[config.mk]
export PLATFORM = sky130hd
export DESIGN_NAME = nfg_cmd_queue
export DESIGN_NICKNAME = d
export VERILOG_FILES = /design/src/rtl/core/assert_macros.svh /design/src/rtl/core/nfg_pkg.sv /design/src/rtl/core/nfg_cmd_queue.sv
export SDC_FILE = /design/constraint.sdc
export NUM_CORES = 1
export LEC_CHECK = 0
export ABC_AREA = 1
export BUFFER_PORTS_ARGS = -buffer_cell sky130_fd_sc_hd__buf_2
export CAP_MARGIN = 20
export CORE_ASPECT_RATIO = 0.8
export CORE_UTILIZATION = 50
export CTS_BUF_LIST = sky130_fd_sc_hd__clkbuf_4
export CTS_CLUSTER_SIZE = 14
export DETAILED_ROUTE_END_ITERATION = 16
export GPL_TIMING_DRIVEN = 1
export PLACE_DENSITY = 0.8
export SYNTH_ARGS = -nofsm -noshare
export SYNTH_HDL_FRONTEND = slang
export SYNTH_SLANG_ARGS = --single-unit
export TNS_END_PERCENT = 10
[constraint.sdc]
create_clock -name clock -period 3.6 [get_ports clock]
set_input_delay 0.72 -clock clock [delete_from_list [all_inputs] [get_ports clock]]
set_output_delay 0.72 -clock clock [all_outputs]
set_load 0.02 [all_outputs]
[src/rtl/core/assert_macros.svh]
// Assertion macros shared by the RTL files that check their own logic.
// Depends on nothing; include it by its bare file name.
`ifndef ASSERT_MACROS_SVH
`define ASSERT_MACROS_SVH

// Checks that the consequent holds in the same cycle as the antecedent.
`define ASSERT_IMPLIES(lbl, clk, rst, ante, cons) \
   lbl: assert property (@(posedge clk) disable iff (rst) (ante) |-> (cons)) \
      else $error("%m: assertion failed");

// Checks that the consequent holds in the cycle after the antecedent.
`define ASSERT_NEXT(lbl, clk, rst, ante, cons) \
   lbl: assert property (@(posedge clk) disable iff (rst) (ante) |=> (cons)) \
      else $error("%m: assertion failed");

`endif

[src/rtl/core/nfg_pkg.sv]
// Shared constants, types and helper functions of the n-order Fibonacci generator.
// Depends on nothing; used by every module of the block.
`timescale 1ns / 1ps

package nfg_pkg;

   localparam int MAX_ORDER   = 64;
   localparam int PTR_W       = $clog2(MAX_ORDER);
   localparam int ORDER_W     = 7;
   localparam int COUNT_W     = 7;
   localparam int MAX_TERMS   = 64;
   localparam int VALUE_W     = 64;
   localparam int INDEX_W     = 16;
   localparam int REQ_DATA_W  = 8;
   localparam int RSP_DATA_W  = VALUE_W + INDEX_W;
   localparam int QUEUE_DEPTH = 2;
   localparam int QPTR_W      = $clog2(QUEUE_DEPTH);

   localparam logic [ORDER_W-1:0] ORDER_RESET = ORDER_W'(2);
   localparam logic [INDEX_W-1:0] INDEX_MAX   = {INDEX_W{1'b1}};

   // One request as it travels from the front part to the engine.
   typedef struct packed {
      logic               restart;
      logic [COUNT_W-1:0] count;
   } cmd_type;

   typedef enum logic [1:0] {
      ST_IDLE,
      ST_RUN,
      ST_SUM
   } state_type;

   // Engine status, watched by the checks in the top level.
   typedef struct packed {
      state_type state;
      logic      fire;
      logic      last;
   } stat_type;

   // Order zero behaves as order one; anything above the ring depth as the depth.
   function automatic logic [ORDER_W-1:0] eff_order(input logic [ORDER_W-1:0] raw);
      logic [ORDER_W-1:0] n;
      n = raw;
      if (raw == '0) begin
         n = ORDER_W'(1);
      end else if (raw > ORDER_W'(MAX_ORDER)) begin
         n = ORDER_W'(MAX_ORDER);
      end
      return n;
   endfunction

   function automatic logic [COUNT_W-1:0] sat_count(input logic [COUNT_W-1:0] raw);
      logic [COUNT_W-1:0] c;
      c = raw;
      if (raw > COUNT_W'(MAX_TERMS)) begin
         c = COUNT_W'(MAX_TERMS);
      end
      return c;
   endfunction

endpackage

[src/rtl/core/nfg_cmd_queue.sv]
// Short request queue between the front part and the engine.
// Depends on nfg_pkg.
`timescale 1ns / 1ps

module nfg_cmd_queue (
   input  logic             clock,
   input  logic             reset,
   input  logic             push_valid,
   output logic             push_ready,
   input  nfg_pkg::cmd_type push_cmd,
   output logic             pop_valid,
   input  logic             pop_ready,
   output nfg_pkg::cmd_type pop_cmd
);

   nfg_pkg::cmd_type                entry_ff [nfg_pkg::QUEUE_DEPTH];
   logic [nfg_pkg::QPTR_W-1:0]      wr_ptr_ff, wr_ptr_in;
   logic [nfg_pkg::QPTR_W-1:0]      rd_ptr_ff, rd_ptr_in;
   logic [nfg_pkg::QPTR_W:0]        fill_ff, fill_in;
   logic                            push;
   logic                            pop;

   always_comb begin
      push_ready = (fill_ff != (nfg_pkg::QPTR_W+1)'(nfg_pkg::QUEUE_DEPTH));
      pop_valid  = (fill_ff != '0);
      push       = push_valid && push_ready;
      pop        = pop_valid && pop_ready;
      wr_ptr_in  = push ? wr_ptr_ff + 1'b1 : wr_ptr_ff;
      rd_ptr_in  = pop ? rd_ptr_ff + 1'b1 : rd_ptr_ff;
      fill_in    = fill_ff;
      if (push && !pop) begin
         fill_in = fill_ff + 1'b1;
      end else if (pop && !push) begin
         fill_in = fill_ff - 1'b1;
      end
      pop_cmd = entry_ff[rd_ptr_ff];
   end

   always_ff @(posedge clock) begin
      if (reset) begin
         wr_ptr_ff <= '0;
         rd_ptr_ff <= '0;
         fill_ff   <= '0;
      end else begin
         wr_ptr_ff <= wr_ptr_in;
         rd_ptr_ff <= rd_ptr_in;
         fill_ff   <= fill_in;
      end
   end

   always_ff @(posedge clock) begin
      if (push) begin
         entry_ff[wr_ptr_ff] <= push_cmd;
      end
   end

endmodule

==> flow_summary.json <==
{
  "regToRegEndpoint": "entry_ff[1][1]$_DFFE_PP_",
  "crit_buf_inv": 1,
  "hp-class": "reg2reg",
  "grtUsageTotal_pct": 17.76,
  "cts.sinks": 21,
  "async_flop_share_pct": 0,
  "cts_hold_buffers": 0,
  "crit_path_max_incr_delay_ns": 0.54,
  "wl_per_cell_um": 12.01,
  "tightestPinTransition_ns": 0.7117,
  "crit_fanout": 8,
  "hold_path_startpoint": "rd_ptr_ff$_SDFFE_PP0P_",
  "busiest_layer": "met2",
  "core_region_area_mm2": 0.001456,
  "crit_family": "flip-flops",
  "ys_top_cells_by_count": "edfxtp_1, mux2_2, nand2_1, nor2_1, inv_1",
  "drive_above_1_share_pct": 43.02,
  "ys_warn_count": 0,
  "yosys-top-cells-area": "edfxtp_1, dfxtp_1, mux2_2",
  "avgSynthCellArea_um2": 13.32,
  "syn_area_um2": 825.8,
  "cts-root-buf": "clkbuf_4",
  "cts_tree": "built",
  "cts-resized-gates": 0,
  "p_leak_nw": 0.4060,
  "clockBufferDepth": 2,
  "ys.flop_type": "edfxtp_1",
  "yosys_register_bits": 21,
  "route.detailed.drc": 0,
  "rr_worst_depth": 4,
  "htree_levels": 1,
  "fin_skew_ns": 0.01288,
  "cp_data_required_time_ns": 2.88,
  "final_max_slew_viol_count": 0,
  "grt_max_degree": 14,
  "dr.pass1.iters": 4,
  "fmax_ghz": 0.4736,
  "postRouteAntennaNets": 0,
  "antenna_cells": 0,
  "cp.arrival_ns": 1.39,
  "use_met1_pct": 20.50,
  "fin_crit_sh_pct": 58.65,
  "hold_depth": 2,
  "numCtsBuffers": 3,
  "routed_via_density": 4.822,
  "gp_congestion": 0.6637,
  "status": "finished, final reports clean",
  "synth-seq-area-share_pct": 70.30,
  "finalSetupTns_ns": 0,
  "final.setup.worst_slack_ns": 1.489,
  "rsz0062_at_grt": "no",
  "syn_to_final_growth_pct": 18.94,
  "synth_most_common_cell": "edfxtp_1",
  "power_density_mw_per_mm2": 698.1,
  "post-cts-setup-buffer-count": 0,
  "num_vias": 516,
  "dp_hpwl_um": 961.4,
  "final_nets": 100,
  "cap_violations": 0,
  "start_util_pct": 56.70,
  "finalPower_uw": 685.7,
  "rows": 12,
  "setup_viol": 0,
  "antenna_found_initial": 0,
  "period_needed_ns": 2.111,
  "cts.clk_slew.worst_paths_ns": 0.11,
  "critical_path.cell_chain": "mux2_2 -> buf_2",
  "die_x_um": 47.44,
  "timing.hold.ws_ns": 0.5144,
  "synth_edf_count": 16,
  "grt_pass1_vias": 489,
  "drt_iter0_drc": 12,
  "multi_input_area_um2": 209.0,
  "synth_top_area_share_pct": 58.18,
  "place_ws_ns": 1.779,
  "yosysTopAreaCell": "edfxtp_1",
  "use_met2_pct": 28.42,
  "yosysUniqueCellTypes": 17,
  "dieArea_mm2": 0.001819,
  "finalHoldViolCount": 0,
  "vdd_ir_drop_max_mv": 0.4681,
  "max_slew_margin_pct": 52.38,
  "pin_count": 22,
  "seqCellArea_um2": 580.6,
  "crit_slowest_cell": "dfxtp_1",
  "overflow": 0,
  "nFillCells": 120,
  "end_kind": "output pin",
  "postRouteWirelength_mm": 1.285,
  "reg2reg_from": "fill_ff[0]$_SDFFE_PP0P_",
  "die_h_um": 38.35,
  "path_class": "reg2out",
  "grt_use_met3_pct": 7.075,
  "rrSetupSlack_ns": 2.06,
  "synth_fp_nets": 75,
  "postSynthCellCount": 62,
  "whs_endpoint": "rd_ptr_ff$_SDFFE_PP0P_",
  "grt_first_pass_wirelength_mm": 2.014,
  "io_buffer_count": 21,
  "clk_latency_ns": 0.31,
  "worst_setup_path_start_kind": "register"
}
==> state kept, by name, summed over array words and instances (netlist names), named ones only <==
register	cells
wr_ptr_ff	1
entry_ff	16
rd_ptr_ff	1
fill_ff	2
==> how the worst max path moves through the flow <==
stage / end / start / cells after the start
final: pop_cmd[0] / register / 2
after global routing: pop_cmd[0] / register / 2
after floorplan: pop_cmd[0] / register / 2
after global placement: pop_cmd[0] / register / 2
after CTS: pop_cmd[0] / register / 2
after detailed placement: entry_ff[1][5]$_DFFE_PP_ / push_valid / 3
==> power by group <==
part / leakage, nW / internal (mW) / total, mW / switching [mW]
sequential: 0.191 / 0.309 / 0.337 / 0.0278
combinational: 0.201 / 0.0878 / 0.234 / 0.146
clock: 0.0139 / 0.0424 / 0.115 / 0.0722
==> cell families (layout without fill, tap and decap cells) <==
family          Yosys count  in the layout  share of synthesized area, %
mux                       8              8                         10.91
fa+ha+maj                 1              1                         1.515
flops                    21             21                         70.30
buf+inv                   9             33                         4.392
compound gates            4              4                         2.423
simple gates             19             19                         10.46
==> worst register-to-register path, cell delays in order, from the launching register on <==
cell and delay, ns:
dfxtp_1 0.42, inv_2 0.07, nand2_2 0.08, nand2_4 0.06, nor2_1 0.55
==> layer usage <==
| layer | part of all wire [%] | vias to the layer above |
|---|---|---|
| met5 | 0 | - |
| li1 | - | 262 |
| met3 | 5.2 | 2 |
| met2 | 47 | 14 |
| met4 | 0.62 | 0 |
| met1 | 47 | 238 |
==> through the flow <==
stage	area, um2	std cells	util [%]
floorplan	825.8	62	-
global placement	952.2	103	65.38
detailed placement	952.2	103	65.38
CTS	982.2	107	67.44
global route	982.2	107	67.44
finish	982.2	107	67.44
==> cell type report <==
| type | count | area share [%] |
|---|---|---|
| clock inverter | 1 | 0.7643 |
| sequential | 21 | 59.11 |
| multi-input combinational | 32 | 21.27 |
| timing repair buffer | 21 | 10.70 |
| tap | 21 | 2.675 |
| inverter | 8 | 3.185 |
| clock buffer | 3 | 2.293 |
==> layout by cell type, fill, tap and decap left out, drive strengths merged <==
master | netlist | final
buf | 1 | 21
edfxtp | 16 | 16
nand2 | 9 | 9
mux2 | 8 | 8
nor2 | 7 | 7
inv | 7 | 7
dfxtp | 5 | 5
clkbuf | 0 | 3
a21oi | 2 | 2
nand3 | 2 | 2
o21ai | 2 | 2
clkinv | 1 | 1
nand4 | 1 | 1
ha | 1 | 1
clkinvlp | 0 | 1
Power figures use the tool's default switching activity.
