==> config.mk <==
export PLATFORM = sky130hd
export DESIGN_NAME = nfg_front
export DESIGN_NICKNAME = d
export VERILOG_FILES = /design/src/rtl/core/assert_macros.svh /design/src/rtl/core/nfg_pkg.sv /design/src/rtl/core/nfg_front.sv
export SDC_FILE = /design/constraint.sdc
export NUM_CORES = 1
export LEC_CHECK = 0
export ABC_AREA = 1
export BUFFER_PORTS_ARGS = -buffer_cell sky130_fd_sc_hd__buf_2
export CAP_MARGIN = 20
export CORE_AREA = 2 2 39 41
export DETAILED_ROUTE_END_ITERATION = 12
export DIE_AREA = 0 0 41 43
export GPL_ROUTABILITY_DRIVEN = 0
export PLACE_DENSITY = 0.53
export SYNTH_ARGS = -nofsm -noshare
export SYNTH_HDL_FRONTEND = slang
export SYNTH_SLANG_ARGS = --single-unit
==> constraint.sdc <==
create_clock -name clock -period 2.1 [get_ports clock]
set_input_delay 0.21 -clock clock [delete_from_list [all_inputs] [get_ports clock]]
set_output_delay 0.21 -clock clock [all_outputs]
set_load 0.01 [all_outputs]
==> src/rtl/core/assert_macros.svh <==
// Assertion macros shared by the RTL files that check their own logic.
// Depends on nothing; include it by its bare file name.
`ifndef ASSERT_MACROS_SVH
`define ASSERT_MACROS_SVH

// Checks that the consequent holds in the same cycle as the antecedent.
`define ASSERT_IMPLIES(lbl, clk, rst, ante, cons) \
   lbl: assert property (@(posedge clk) disable iff (rst) (ante) |-> (cons)) \
      else $error("%m: assertion failed");

// Checks that the consequent holds in the cycle after the antecedent.
`define ASSERT_NEXT(lbl, clk, rst, ante, cons) \
   lbl: assert property (@(posedge clk) disable iff (rst) (ante) |=> (cons)) \
      else $error("%m: assertion failed");

`endif

==> src/rtl/core/nfg_pkg.sv <==
// Shared constants, types and helper functions of the n-order Fibonacci generator.
// Depends on nothing; used by every module of the block.
`timescale 1ns / 1ps

package nfg_pkg;

   localparam int MAX_ORDER   = 64;
   localparam int PTR_W       = $clog2(MAX_ORDER);
   localparam int ORDER_W     = 7;
   localparam int COUNT_W     = 7;
   localparam int MAX_TERMS   = 64;
   localparam int VALUE_W     = 64;
   localparam int INDEX_W     = 16;
   localparam int REQ_DATA_W  = 8;
   localparam int RSP_DATA_W  = VALUE_W + INDEX_W;
   localparam int QUEUE_DEPTH = 2;
   localparam int QPTR_W      = $clog2(QUEUE_DEPTH);

   localparam logic [ORDER_W-1:0] ORDER_RESET = ORDER_W'(2);
   localparam logic [INDEX_W-1:0] INDEX_MAX   = {INDEX_W{1'b1}};

   // One request as it travels from the front part to the engine.
   typedef struct packed {
      logic               restart;
      logic [COUNT_W-1:0] count;
   } cmd_type;

   typedef enum logic [1:0] {
      ST_IDLE,
      ST_RUN,
      ST_SUM
   } state_type;

   // Engine status, watched by the checks in the top level.
   typedef struct packed {
      state_type state;
      logic      fire;
      logic      last;
   } stat_type;

   // Order zero behaves as order one; anything above the ring depth as the depth.
   function automatic logic [ORDER_W-1:0] eff_order(input logic [ORDER_W-1:0] raw);
      logic [ORDER_W-1:0] n;
      n = raw;
      if (raw == '0) begin
         n = ORDER_W'(1);
      end else if (raw > ORDER_W'(MAX_ORDER)) begin
         n = ORDER_W'(MAX_ORDER);
      end
      return n;
   endfunction

   function automatic logic [COUNT_W-1:0] sat_count(input logic [COUNT_W-1:0] raw);
      logic [COUNT_W-1:0] c;
      c = raw;
      if (raw > COUNT_W'(MAX_TERMS)) begin
         c = COUNT_W'(MAX_TERMS);
      end
      return c;
   endfunction

endpackage

==> src/rtl/core/nfg_front.sv <==
// Front part: accepts requests, saturates the count and drops requests that do nothing.
// Depends on nfg_pkg.
`timescale 1ns / 1ps

module nfg_front (
   input  logic                                clock,
   input  logic                                reset,
   input  logic                                req_tvalid,
   output logic                                req_tready,
   input  logic [nfg_pkg::REQ_DATA_W-1:0]      req_tdata,
   input  logic                                req_tuser,
   output logic                                push_valid,
   input  logic                                push_ready,
   output nfg_pkg::cmd_type                    push_cmd
);

   logic             hold_valid_ff, hold_valid_in;
   nfg_pkg::cmd_type hold_cmd_ff, hold_cmd_in;
   logic             accept;
   logic             keep;
   nfg_pkg::cmd_type cmd_new;

   always_comb begin
      cmd_new.restart = req_tuser;
      cmd_new.count   = nfg_pkg::sat_count(req_tdata[nfg_pkg::COUNT_W-1:0]);
      // A request without restart and without terms has no effect at all.
      keep          = cmd_new.restart || (cmd_new.count != '0);
      req_tready    = !hold_valid_ff || push_ready;
      accept        = req_tvalid && req_tready;
      hold_cmd_in   = accept ? cmd_new : hold_cmd_ff;
      if (accept) begin
         hold_valid_in = keep;
      end else begin
         hold_valid_in = hold_valid_ff && !push_ready;
      end
   end

   always_ff @(posedge clock) begin
      if (reset) begin
         hold_valid_ff <= 1'b0;
      end else begin
         hold_valid_ff <= hold_valid_in;
      end
   end

   always_ff @(posedge clock) begin
      hold_cmd_ff <= hold_cmd_in;
   end

   assign push_valid = hold_valid_ff;
   assign push_cmd   = hold_cmd_ff;

endmodule

==> results.rst, run 1 <==
.. list-table::
   :header-rows: 1

   * - Metric
     - Value
   * - Cell area after technology mapping
     - between 300 and 400 µm²
   * - Slew HR
     - 90.6%
   * - Drt drc
     - 0
   * - Setup-failing EPs final
     - 0
   * - Setup Total Neg Slack
     - 0 ns
   * - Final worst clock skew
     - 0.000828 ns
   * - Pwr/cell area
     - ~740 mW/mm²
   * - Clock transition time at the flip-flop clock pins of the worst setup and hold paths
     - approximately 0.06 ns
   * - Setup ws final
     - about 1.1 ns
   * - Filler-free cell count of the finished design
     - 77
   * - # Max-Cap Violations
     - 0
   * - Vias per cell
     - just over 4
   * - Synthesized instance count
     - 36
   * - Number of distinct library cell variants in the gate-level netlist after synthesis
     - 10
   * - Chip height
     - between 40 and 50 µm
   * - Total number of vias
     - between 300 and 400
   * - Std-Cell Core Area
     - 0.00138 mm²
   * - Core Rows
     - 14
   * - Area used by sequential logic in the layout
     - between 200 and 300 µm²
   * - List of cells traversed by the critical path
     - nand2_1 -> buf_2
   * - Minimum setup slack after placement
     - about 1.1 ns
   * - Sequential cell fraction of total power
     - between 50% and 60%
   * - Detailed placer's ending HPWL
     - around 550 µm
   * - Die area
     - between 0.0015 and 0.002 mm²
   * - Starting density of the core
     - 26.7%
   * - Proportion of power drawn by combinational gates
     - between 10% and 20%
   * - Power share of the clock group
     - around 34%
   * - Worst Path Max Fanout
     - 3
   * - CTS H-tree depth
     - 1
   * - Period utilisation layout
     - 48.3%
   * - Dominant cell type by area after synthesis
     - sky130_fd_sc_hd__edfxtp_1
   * - I/O pin cnt
     - 23
   * - Worst path arrival time
     - approximately 0.8 ns
   * - Mapped Nets
     - roughly 50
   * - Commonest non-fill, non-tap cells in the layout
     - 21 x sky130_fd_sc_hd__buf_2, 10 x sky130_fd_sc_hd__nor2_1, 8 x sky130_fd_sc_hd__inv_1, 8 x sky130_fd_sc_hd__edfxtp_1, 4 x sky130_fd_sc_hd__nand2_1
   * - Number of nets at the end of the flow
     - 75
   * - Most common cell after layout, fill and taps aside
     - sky130_fd_sc_hd__buf_2
   * - DRC violation total after the first TritonRoute iteration
     - 7
   * - Congestion Overflow GR
     - 0
   * - Compound-Gate Fraction of Synth Area
     - under 10%
   * - Initial antenna violation count
     - 0
   * - Share of cell area taken by muxes after synthesis
     - 0%
   * - Die width
     - about 41 µm
   * - Crit path kind
     - register to primary output
   * - Sequential share of the synthesized area
     - 70.5%
   * - Xor-xnor portion of the synthesized cell area
     - 0%
   * - Clock tree from TritonCTS
     - done
   * - Largest buffer count on any clock path
     - 2
   * - Buffer cell driving the clock tree root
     - sky130_fd_sc_hd__clkbuf_4
   * - Internal Dissipation
     - around 0.30 mW
   * - Main combinational cell family by area after synthesis
     - simple AND/OR/NAND/NOR gates
   * - Adder-cell share of the synthesized area
     - 0%
   * - Peak per-stage delay on the critical path
     - approximately 0.34 ns
   * - Transition time of the tightest slew-check pin
     - roughly 0.14 ns
   * - Number of detailed-route iterations in the first pass
     - 4
   * - Net switching power
     - 0.0873 mW
   * - Number of fill cells
     - ~150
   * - Most area-consuming cells after synthesis
     - sky130_fd_sc_hd__edfxtp_1 65%, sky130_fd_sc_hd__nor2_1 10%, sky130_fd_sc_hd__inv_1 8.1%
   * - Total CTS buffers
     - 3
   * - Number of register bits inferred by synthesis
     - 9
   * - Clock Latency Late Sink
     - 0.25 ns
   * - Synthesis Warnings
     - 0
   * - Count of buffers inserted at the top-level ports
     - 21
   * - Hold Path Class
     - input pin to register
   * - Number of global-route vias before repair
     - ~280
   * - Clock sink count
     - 9
   * - Number of antenna repair diodes
     - 0
   * - Data required time of the worst path
     - 1.89 ns
   * - Final routed wirelength across all metal layers
     - about 700 µm
   * - CP Launch Type
     - register
   * - Syn_area_per_cell
     - between 10 and 15 µm²
   * - Leakage
     - 0.265 nW
   * - Combined area of the multi-input logic cells
     - 75.1 µm²
   * - Wirelength per Cell
     - ~8.9 µm
   * - Area growth syn-to-layout
     - 42.0%
   * - Net Sw Frac
     - roughly 22%
   * - Fmax
     - just under 1000 MHz
   * - Maximum number of pins on one net before global-route repair
     - 9
   * - Result of the run
     - completed
   * - Post-CTS sizing
     - 0
   * - Final hold viol count
     - 0
   * - Wire length of the first global-routing pass
     - 1040 µm
   * - Number of placed cells counting well taps
     - 73
   * - Buf/Inv on CP
     - 1
   * - Min cycle time layout
     - about 1.0 ns
   * - Buffers inserted during post-CTS setup optimization
     - 0
   * - Final count of pins violating max slew
     - 0
   * - Remaining number of nets flagged by the antenna check after routing
     - 0
   * - Cell type of the slowest stage on the worst timing path
     - sky130_fd_sc_hd__dfxtp_1
   * - Area share of and/or/nand/nor cells after synthesis
     - between 15 and 20%
   * - Layout cell share with drive strength beyond 1
     - about two fifths
   * - Worst voltage drop across the vdd grid
     - about 270 µV
   * - Top-area cell type share of the netlist area
     - between 60% and 70%
   * - # hold bufs at CTS
     - 0
   * - Cell class contributing the biggest share of worst-path delay
     - flip-flops
   * - Kind of capture point of the worst setup path
     - primary output
   * - Setup repair after global routing missed its margin
     - no
   * - Final Total Pwr
     - ~0.4 mW
   * - Global-route usage over all layers
     - 9.35%
-- power groups by stage --
stage / sequential (mW) / combinational (mW) / clock [mW]
2_1_floorplan: 0.222 / 0.0146 / 0
3_3_place_gp: 0.214 / 0.0486 / 0
3_5_place_dp: 0.215 / 0.0488 / 0
4_1_cts: 0.211 / 0.0490 / 0.136
5_1_grt: 0.212 / 0.0547 / 0.144
6_report: 0.211 / 0.0480 / 0.131
-- cells by family after synthesis --
group,count (synthesis)
and+or+nand+nor,15
buffers and inverters,9
AOI/OAI and AO/OA,3
DFF,9
-- metrics by stage --
| stage | utilization [%] | area [µm²] | hold WS (ns) |
|---|---|---|---|
| finish | 37.9 | 524 | 0.0985 |
| global route | 37.9 | 524 | 0.105 |
| CTS | 37.9 | 524 | 0.0941 |
| detailed placement | 36.0 | 498 | 0.367 |
| global placement | 36.0 | 498 | 0.365 |
| floorplan | - | 369 | 0.279 |
-- area by class of cell --
type,count,share of cell area [%]
inverters,8,5.73
clock buffers,4,5.01
multi-input cells,18,14.3
flip-flops and latches,9,49.6
well taps,16,3.82
repair buffers,22,21.5
-- cells in the mapped netlist --
library cell and number:
sky130_fd_sc_hd__nand3_1 1, sky130_fd_sc_hd__clkbuf_1 1, sky130_fd_sc_hd__a21oi_1 1, sky130_fd_sc_hd__nand2_1 4, sky130_fd_sc_hd__inv_1 8, sky130_fd_sc_hd__nor2_1 10
sky130_fd_sc_hd__dfxtp_1 1, sky130_fd_sc_hd__edfxtp_1 8, sky130_fd_sc_hd__a21boi_0 1, sky130_fd_sc_hd__o21ai_1 1
-- worst paths after layout --
kind,end,slack (ns),cells after the start,from
max,req_tready,1.09,2,push_valid$_SDFF_PP0_
max reg2reg,push_cmd[6]$_DFFE_PP_,1.14,2,push_valid$_SDFF_PP0_
min reg2reg,push_valid$_SDFF_PP0_,0.49,2,push_valid$_SDFF_PP0_
min,push_valid$_SDFF_PP0_,0.1,2,reset
-- layer usage --
layer / track usage [%] / share of wire (%) / vias up
met5: 0 / 0 / -
met3: 3.66 / 11 / 4
li1: - / - / 163
met4: 10.0 / 4.0 / 0
met2: 13.1 / 45 / 17
met1: 9.36 / 40 / 128
-- registers in the layout (all words and copies together) (netlist names) --
signal / count
push_cmd: 8
push_valid: 1
(Power assumes the default switching activity.)
==> run 2, diff against run 1 <==
==> constraint.sdc (replaced) <==
create_clock -name clock -period 0.95 [get_ports clock]
set_input_delay 0.095 -clock clock [delete_from_list [all_inputs] [get_ports clock]]
set_output_delay 0.095 -clock clock [all_outputs]
set_load 0.01 [all_outputs]
==> run 2 against run 1 <==
Net effect: the flow now finishes with violations (negative setup slack); combinational power increased to 2.6 times the previous value; flip-flop and latch count unchanged; worst setup slack lost 1.1 ns; total power increased by 120%; sequential share of layout area shrank 3.1 points; final area is 8.1% higher; die area did not move; hold slack worse by 0.057 ns; register-to-register slack got worse by 1.1 ns; count of clock-buffer cells in the layout is the same; final cell count up 1.3%; global-route usage up 0.70 points; critical path type unchanged; highest routed layer unchanged.
==> results.rst, run 2 (synthesized netlist as in run 1, its figures left out) <==
.. list-table::
   :header-rows: 1

   * - Metric
     - Value
   * - Starting density of the core
     - 26.7% (unchanged)
   * - Cell repeated most along the worst path
     - sky130_fd_sc_hd__buf_6
   * - Transition time of the tightest slew-check pin
     - 0.279 ns (was 0.140 ns)
   * - Fmax
     - about 1000 MHz
   * - Violated checks
     - negative setup slack
   * - Clock transition time at the flip-flop clock pins of the worst setup and hold paths
     - 0.06 ns (about the same)
   * - Period utilisation layout
     - 102%
   * - Die width
     - 41 µm (unchanged)
   * - Setup repair after global routing missed its margin
     - yes (was no)
   * - Number of antenna repair diodes
     - 0 (unchanged)
   * - Final worst clock skew
     - 0.00510 ns (was 0.000828 ns)
   * - Core Rows
     - 14 (unchanged)
   * - Min cycle time layout
     - ~0.97 ns
   * - Maximum number of pins on one net before global-route repair
     - 9 (unchanged)
   * - Worst voltage drop across the vdd grid
     - 525 µV (was 273 µV)
   * - Total CTS buffers
     - 3 (unchanged)
   * - Wirelength per Cell
     - 9.08 µm (was 8.86 µm)
   * - Clock Latency Late Sink
     - 0.25 ns (about the same)
   * - Wire length of the first global-routing pass
     - 1080 µm (was 1040 µm)
   * - Crit path kind
     - register to primary output (unchanged)
   * - CTS H-tree depth
     - 1 (unchanged)
   * - Setup-failing EPs final
     - 1 (was 0)
   * - Drt drc
     - 0 (unchanged)
   * - Initial antenna violation count
     - 0 (unchanged)
   * - Number of fill cells
     - 152 (was 147)
   * - Number of placed cells counting well taps
     - 73 (unchanged)
   * - Worst path arrival time
     - 0.87 ns (was 0.80 ns)
   * - Die area
     - 0.00176 mm² (unchanged)
   * - DRC violation total after the first TritonRoute iteration
     - 5 (was 7)
   * - Setup ws final
     - -0.0168 ns (was 1.09 ns)
   * - Number of flip-flops in the largest register
     - 8 (unchanged)
   * - Std-Cell Core Area
     - 0.00138 mm² (unchanged)
   * - Largest buffer count on any clock path
     - 2 (unchanged)
   * - Clock sink count
     - 9 (unchanged)
   * - Final routed wirelength across all metal layers
     - 708 µm (was 682 µm)
   * - Global-route usage over all layers
     - 10.1% (was 9.35%)
   * - Core occupancy in the finished layout
     - 41.0% (was 37.9%)
   * - Number of global-route vias before repair
     - 276 (was 281)
   * - Buffers inserted during post-CTS setup optimization
     - 0 (unchanged)
   * - Count of buffers inserted at the top-level ports
     - 21 (unchanged)
   * - Slew HR
     - 81.4% (was 90.6%)
   * - Kind of capture point of the worst setup path
     - primary output (unchanged)
   * - Clock tree from TritonCTS
     - done (unchanged)
   * - I/O pin cnt
     - 23 (unchanged)
   * - Remaining number of nets flagged by the antenna check after routing
     - 0 (unchanged)
   * - Data required time of the worst path
     - 0.85 ns (was 1.89 ns)
   * - Worst Hold Depth
     - 1 (was 2)
   * - Buffer cell driving the clock tree root
     - sky130_fd_sc_hd__clkbuf_4 (unchanged)
   * - Filler-free cell count of the finished design
     - 78 (was 77)
   * - Chip height
     - 43 µm (unchanged)
   * - Layout cell share with drive strength beyond 1
     - 45.2% (was 41.0%)
   * - List of cells traversed by the critical path
     - buf_6 -> nand2_4 -> buf_6 (was nand2_1 -> buf_2)
   * - Detailed placer's ending HPWL
     - 543 µm (was 546 µm)
   * - Commonest non-fill, non-tap cells in the layout
     - 20 x sky130_fd_sc_hd__buf_2, 10 x sky130_fd_sc_hd__nor2_1, 8 x sky130_fd_sc_hd__inv_1, 8 x sky130_fd_sc_hd__edfxtp_1 (was 21 x sky130_fd_sc_hd__buf_2, 10 x sky130_fd_sc_hd__nor2_1, 8 x sky130_fd_sc_hd__inv_1, 8 x sky130_fd_sc_hd__edfxtp_1, 4 x sky130_fd_sc_hd__nand2_1)
   * - Pwr/cell area
     - 1550 mW/mm² (was 744 mW/mm²)
   * - Leakage
     - 0.287 nW (was 0.265 nW)
   * - Final hold viol count
     - 0 (unchanged)
   * - Congestion Overflow GR
     - 0 (unchanged)
   * - Result of the run
     - finished, violations left (was completed)
   * - Total number of vias
     - 304 (was 312)
   * - Setup Total Neg Slack
     - -0.0168 ns (was 0 ns)
   * - # Max-Cap Violations
     - 0 (unchanged)
   * - Area growth syn-to-layout
     - 53.6% (was 42.0%)
   * - Most common cell after layout, fill and taps aside
     - sky130_fd_sc_hd__buf_2 (unchanged)
   * - Number of nets at the end of the flow
     - 76 (was 75)
   * - Peak per-stage delay on the critical path
     - 0.36 ns (was 0.34 ns)
   * - Vias per cell
     - 3.90 (was 4.05)
   * - Hold Path Class
     - input pin to register (unchanged)
   * - Cell type of the slowest stage on the worst timing path
     - sky130_fd_sc_hd__dfxtp_4 (was sky130_fd_sc_hd__dfxtp_1)
   * - CP Launch Type
     - register (unchanged)
   * - Number of detailed-route iterations in the first pass
     - 2 (was 4)
   * - Worst Reg-to-Reg Cells
     - 1 (was 2)
   * - Final count of pins violating max slew
     - 0 (unchanged)
   * - Worst Path Max Fanout
     - 2 (was 3)
## run 2: timing repair
item / 4_1_cts / 5_1_grt
hold buffers: 1 / 0
pin swaps: 0 / 1
hold endpoints to repair: 1 / 0
setup endpoints to repair: 10 / 10
resized for setup: 5 / 1
cloned: 0 / 0
## run 2: worst max-delay path, delay by kind of cell, from the launching register on
kind	cells	cell delay, ns
buf+inv	2	0.22
flops	1	0.36
simple gates	1	0.05
## run 2: routing by layer
layer  GRT usage [%]  vias up  share of wire (%)
met5               0        -                  0
met4            12.0        0                2.7
met3            3.14        2                 10
met2            12.2       15                 44
met1            12.0      123                 42
li1                -      164                  -
## run 2: final timing paths
path	from	end	slack, ns
min reg2reg	push_valid$_SDFF_PP0_	push_valid$_SDFF_PP0_	0.62
max reg2reg	push_valid$_SDFF_PP0_	push_cmd[1]$_DFFE_PP_	0.02
min	req_tuser	push_cmd[7]$_DFFE_PP_	0.04
max	push_valid$_SDFF_PP0_	req_tready	-0.02
## run 2: stage by stage
step | hold WS (ns) | total power, mW | setup slack (ns) | area, µm²
after floorplan | 0.164 | 0.528 | 0.0142 | 380
after global placement | 0.250 | 0.588 | 0.00373 | 509
after detailed placement | 0.253 | 0.589 | 0.00442 | 509
after CTS | 0.0303 | 0.892 | -0.0408 | 564
after global routing | 0.0243 | 0.932 | -0.0567 | 567
final | 0.0414 | 0.876 | -0.0168 | 567
## run 2: final cells by class
class,count,area (µm²),area share (%)
Clock buffer,4,26.3,4.64
Inverter,8,30.0,5.30
Multi-Input combinational cell,18,93.8,16.6
Sequential cell,9,264,46.6
Tap cell,16,20.0,3.53
Timing Repair Buffer,23,133,23.4
## run 2: power by group
part           switching, mW  internal [mW]
Sequential           0.00718          0.459
Clock                  0.125          0.161
Combinational         0.0644         0.0588
==> run 3, diff against run 2 <==
--- a/config.mk
+++ b/config.mk
@@ -6,7 +6,7 @@
 export NUM_CORES = 1
 export LEC_CHECK = 0
 export ABC_AREA = 1
-export BUFFER_PORTS_ARGS = -buffer_cell sky130_fd_sc_hd__buf_2
+export BUFFER_PORTS_ARGS = -buffer_cell sky130_fd_sc_hd__clkbuf_2
 export CAP_MARGIN = 20
 export CORE_AREA = 2 2 39 41
 export DETAILED_ROUTE_END_ITERATION = 12
==> run 3 against run 2 <==
Net effect: wire length up 0.28%; flip-flop and latch count unchanged; final area shrank 0.44%; worst setup slack lost 0.0036 ns; register-to-register slack hardly changed; the run still ends with negative setup slack left; final cell count unchanged; via count increased by 3.9%; die area is the same; clock skew decreased by 0.0046 ns; sequential power is essentially flat.
==> results.rst, run 3 (synthesized netlist as in run 1, its figures left out) <==
.. list-table::
   :header-rows: 1

   * - Metric
     - Value
   * - Final non-filler cell area
     - 564 µm² (was 567 µm²)
   * - Number of detailed-route iterations in the first pass
     - 4 (was 2)
   * - Die width
     - 41 µm (unchanged)
   * - Worst Path Max Fanout
     - 2 (unchanged)
   * - CP Launch Type
     - register (unchanged)
   * - Number of placed cells counting well taps
     - 73 (unchanged)
   * - Fmax
     - 1030 MHz (about the same)
   * - Setup ws final
     - -0.0204 ns (was -0.0168 ns)
   * - Crit. path cell count
     - 3 (unchanged)
   * - Wirelength per Cell
     - 9.10 µm (was 9.08 µm)
   * - Maximum number of pins on one net before global-route repair
     - 9 (unchanged)
   * - Critical path origin
     - push_valid$_SDFF_PP0_ (unchanged)
   * - DRC violation total after the first TritonRoute iteration
     - 2 (was 5)
   * - Hold path startpoint
     - req_tuser (unchanged)
   * - Violated checks
     - negative setup slack (unchanged)
   * - Setup repair after global routing missed its margin
     - yes (unchanged)
   * - Congestion Overflow GR
     - 0 (unchanged)
   * - Worst path arrival time
     - 0.88 ns (was 0.87 ns)
   * - Global-route usage over all layers
     - 9.45% (was 10.1%)
   * - Period utilisation layout
     - 102% (about the same)
   * - Setup-failing EPs final
     - 1 (unchanged)
   * - Starting density of the core
     - 26.7% (unchanged)
   * - Worst Reg-to-Reg Cells
     - 1 (unchanged)
   * - Total number of vias
     - 316 (was 304)
   * - Total CTS buffers
     - 3 (unchanged)
   * - Clock Latency Late Sink
     - 0.25 ns (about the same)
   * - Chip height
     - 43 µm (unchanged)
   * - I/O pin cnt
     - 23 (unchanged)
   * - Peak per-stage delay on the critical path
     - 0.35 ns (was 0.36 ns)
   * - Filler-free cell count of the finished design
     - 78 (unchanged)
   * - Count of buffers inserted at the top-level ports
     - 21 (unchanged)
   * - Die area
     - 0.00176 mm² (unchanged)
   * - Minimum setup slack after placement
     - -0.000748 ns (was 0.00442 ns)
   * - Final hold viol count
     - 0 (unchanged)
   * - Number of global-route vias before repair
     - 273 (was 276)
   * - Origin of the critical flop-to-flop path
     - push_valid$_SDFF_PP0_ (unchanged)
   * - List of cells traversed by the critical path
     - buf_6 -> nand2_4 -> buf_6 (unchanged)
   * - Transition time of the tightest slew-check pin
     - 0.287 ns (was 0.279 ns)
   * - Layout cell share with drive strength beyond 1
     - 45.2% (unchanged)
   * - Wire length of the first global-routing pass
     - 1010 µm (was 1080 µm)
   * - Buffer cell driving the clock tree root
     - sky130_fd_sc_hd__clkbuf_4 (unchanged)
   * - Final count of pins violating max slew
     - 0 (unchanged)
   * - Leakage
     - 0.290 nW (was 0.287 nW)
   * - Clock tree from TritonCTS
     - done (unchanged)
   * - Hold Path Class
     - input pin to register (unchanged)
   * - Drt drc
     - 0 (unchanged)
   * - Kind of capture point of the worst setup path
     - primary output (unchanged)
   * - Cell class contributing the biggest share of worst-path delay
     - flip-flops (unchanged)
   * - # Max-Cap Violations
     - 0 (unchanged)
   * - Commonest non-fill, non-tap cells in the layout
     - 19 x sky130_fd_sc_hd__clkbuf_2, 10 x sky130_fd_sc_hd__nor2_1, 8 x sky130_fd_sc_hd__inv_1, 8 x sky130_fd_sc_hd__edfxtp_1 (was 20 x sky130_fd_sc_hd__buf_2, 10 x sky130_fd_sc_hd__nor2_1, 8 x sky130_fd_sc_hd__inv_1, 8 x sky130_fd_sc_hd__edfxtp_1)
   * - Std-Cell Core Area
     - 0.00138 mm² (unchanged)
   * - Clock transition time at the flip-flop clock pins of the worst setup and hold paths
     - 0.06 ns (about the same)
   * - Pwr/cell area
     - 1550 mW/mm² (about the same)
   * - Worst voltage drop across the vdd grid
     - 565 µV (was 525 µV)
   * - Initial antenna violation count
     - 0 (unchanged)
   * - Number of antenna repair diodes
     - 0 (unchanged)
   * - Crit path kind
     - register to primary output (unchanged)
   * - Data required time of the worst path
     - 0.85 ns (about the same)
   * - Post-DP Area
     - 509 µm² (unchanged)
   * - Tightest hold margin
     - 0.0426 ns (was 0.0414 ns)
   * - Vias per cell
     - 4.05 (was 3.90)
   * - Setup Total Neg Slack
     - -0.0204 ns (was -0.0168 ns)
   * - Final worst clock skew
     - 0.000490 ns (was 0.00510 ns)
   * - Number of flip-flops in the largest register
     - 8 (unchanged)
   * - Number of nets at the end of the flow
     - 76 (unchanged)
   * - Cell repeated most along the worst path
     - sky130_fd_sc_hd__buf_6 (unchanged)
   * - Most common cell after layout, fill and taps aside
     - sky130_fd_sc_hd__clkbuf_2 (was sky130_fd_sc_hd__buf_2)
   * - Cell type of the slowest stage on the worst timing path
     - sky130_fd_sc_hd__dfxtp_2 (was sky130_fd_sc_hd__dfxtp_4)
   * - Number of fill cells
     - 148 (was 152)
   * - Min cycle time layout
     - 0.970 ns (was 0.967 ns)
   * - Buf/Inv on CP
     - 2 (unchanged)
   * - CTS H-tree depth
     - 1 (unchanged)
   * - Largest buffer count on any clock path
     - 2 (unchanged)
   * - Worst Hold Depth
     - 1 (unchanged)
   * - Result of the run
     - finished, violations left (unchanged)
   * - Final routed wirelength across all metal layers
     - 710 µm (was 708 µm)
   * - Core Rows
     - 14 (unchanged)
   * - Remaining number of nets flagged by the antenna check after routing
     - 0 (unchanged)
   * - Clock sink count
     - 9 (unchanged)
   * - Slew HR
     - 80.8% (was 81.4%)
   * - Area growth syn-to-layout
     - 52.9% (was 53.6%)
   * - Detailed placer's ending HPWL
     - 577 µm (was 543 µm)
==> run 3: cell types whose count changed in the layout (fill, tap and decap cells not counted) <==
cell	previous run	this run
sky130_fd_sc_hd__buf_2	20	1
sky130_fd_sc_hd__dfxtp_2	0	1
sky130_fd_sc_hd__clkbuf_2	0	19
sky130_fd_sc_hd__dfxtp_4	1	0
==> run 3: repair_timing <==
item                                   CTS  global route
buffers inserted                         0             0
setup endpoints to repair               10            10
endpoints found under the hold margin    1             0
gates resized for setup                  3             4
pin swaps                                1             0
hold buffers                             1             0
==> run 3: cell type report <==
class                   instances  area [µm²]  area share, %
clock buffers                   4        26.3           4.66
inverters                       8        30.0           5.32
multi-input cells              18        93.8           16.6
flip-flops and latches          9         262           46.3
well taps                      16        20.0           3.55
repair buffers                 23         133           23.5
==> run 3: where the power goes <==
| part | internal, mW | switching [mW] |
|---|---|---|
| clock | 0.161 | 0.123 |
| sequential | 0.461 | 0.00827 |
| combinational | 0.0585 | 0.0644 |
==> run 3: layer usage <==
metal	track usage, %	share of wire, %	up-vias
met3	2.09	10	2
met4	12.0	2.7	0
met5	0	0	-
li1	-	-	163
met1	10.4	38	136
met2	12.5	48	15
==> run 3: final timing paths <==
check | to | slack (ns)
max | req_tready | -0.02
min | push_cmd[7]$_DFFE_PP_ | 0.04
max reg2reg | push_cmd[4]$_DFFE_PP_ | 0.02
min reg2reg | push_valid$_SDFF_PP0_ | 0.60
==> run 3: through the flow <==
stage / power, mW / utilization [%]
final: 0.876 / 40.8
after floorplan: 0.528 / -
after CTS: 0.885 / 40.0
after global placement: 0.588 / 36.8
after global routing: 0.918 / 40.8
after detailed placement: 0.591 / 36.8
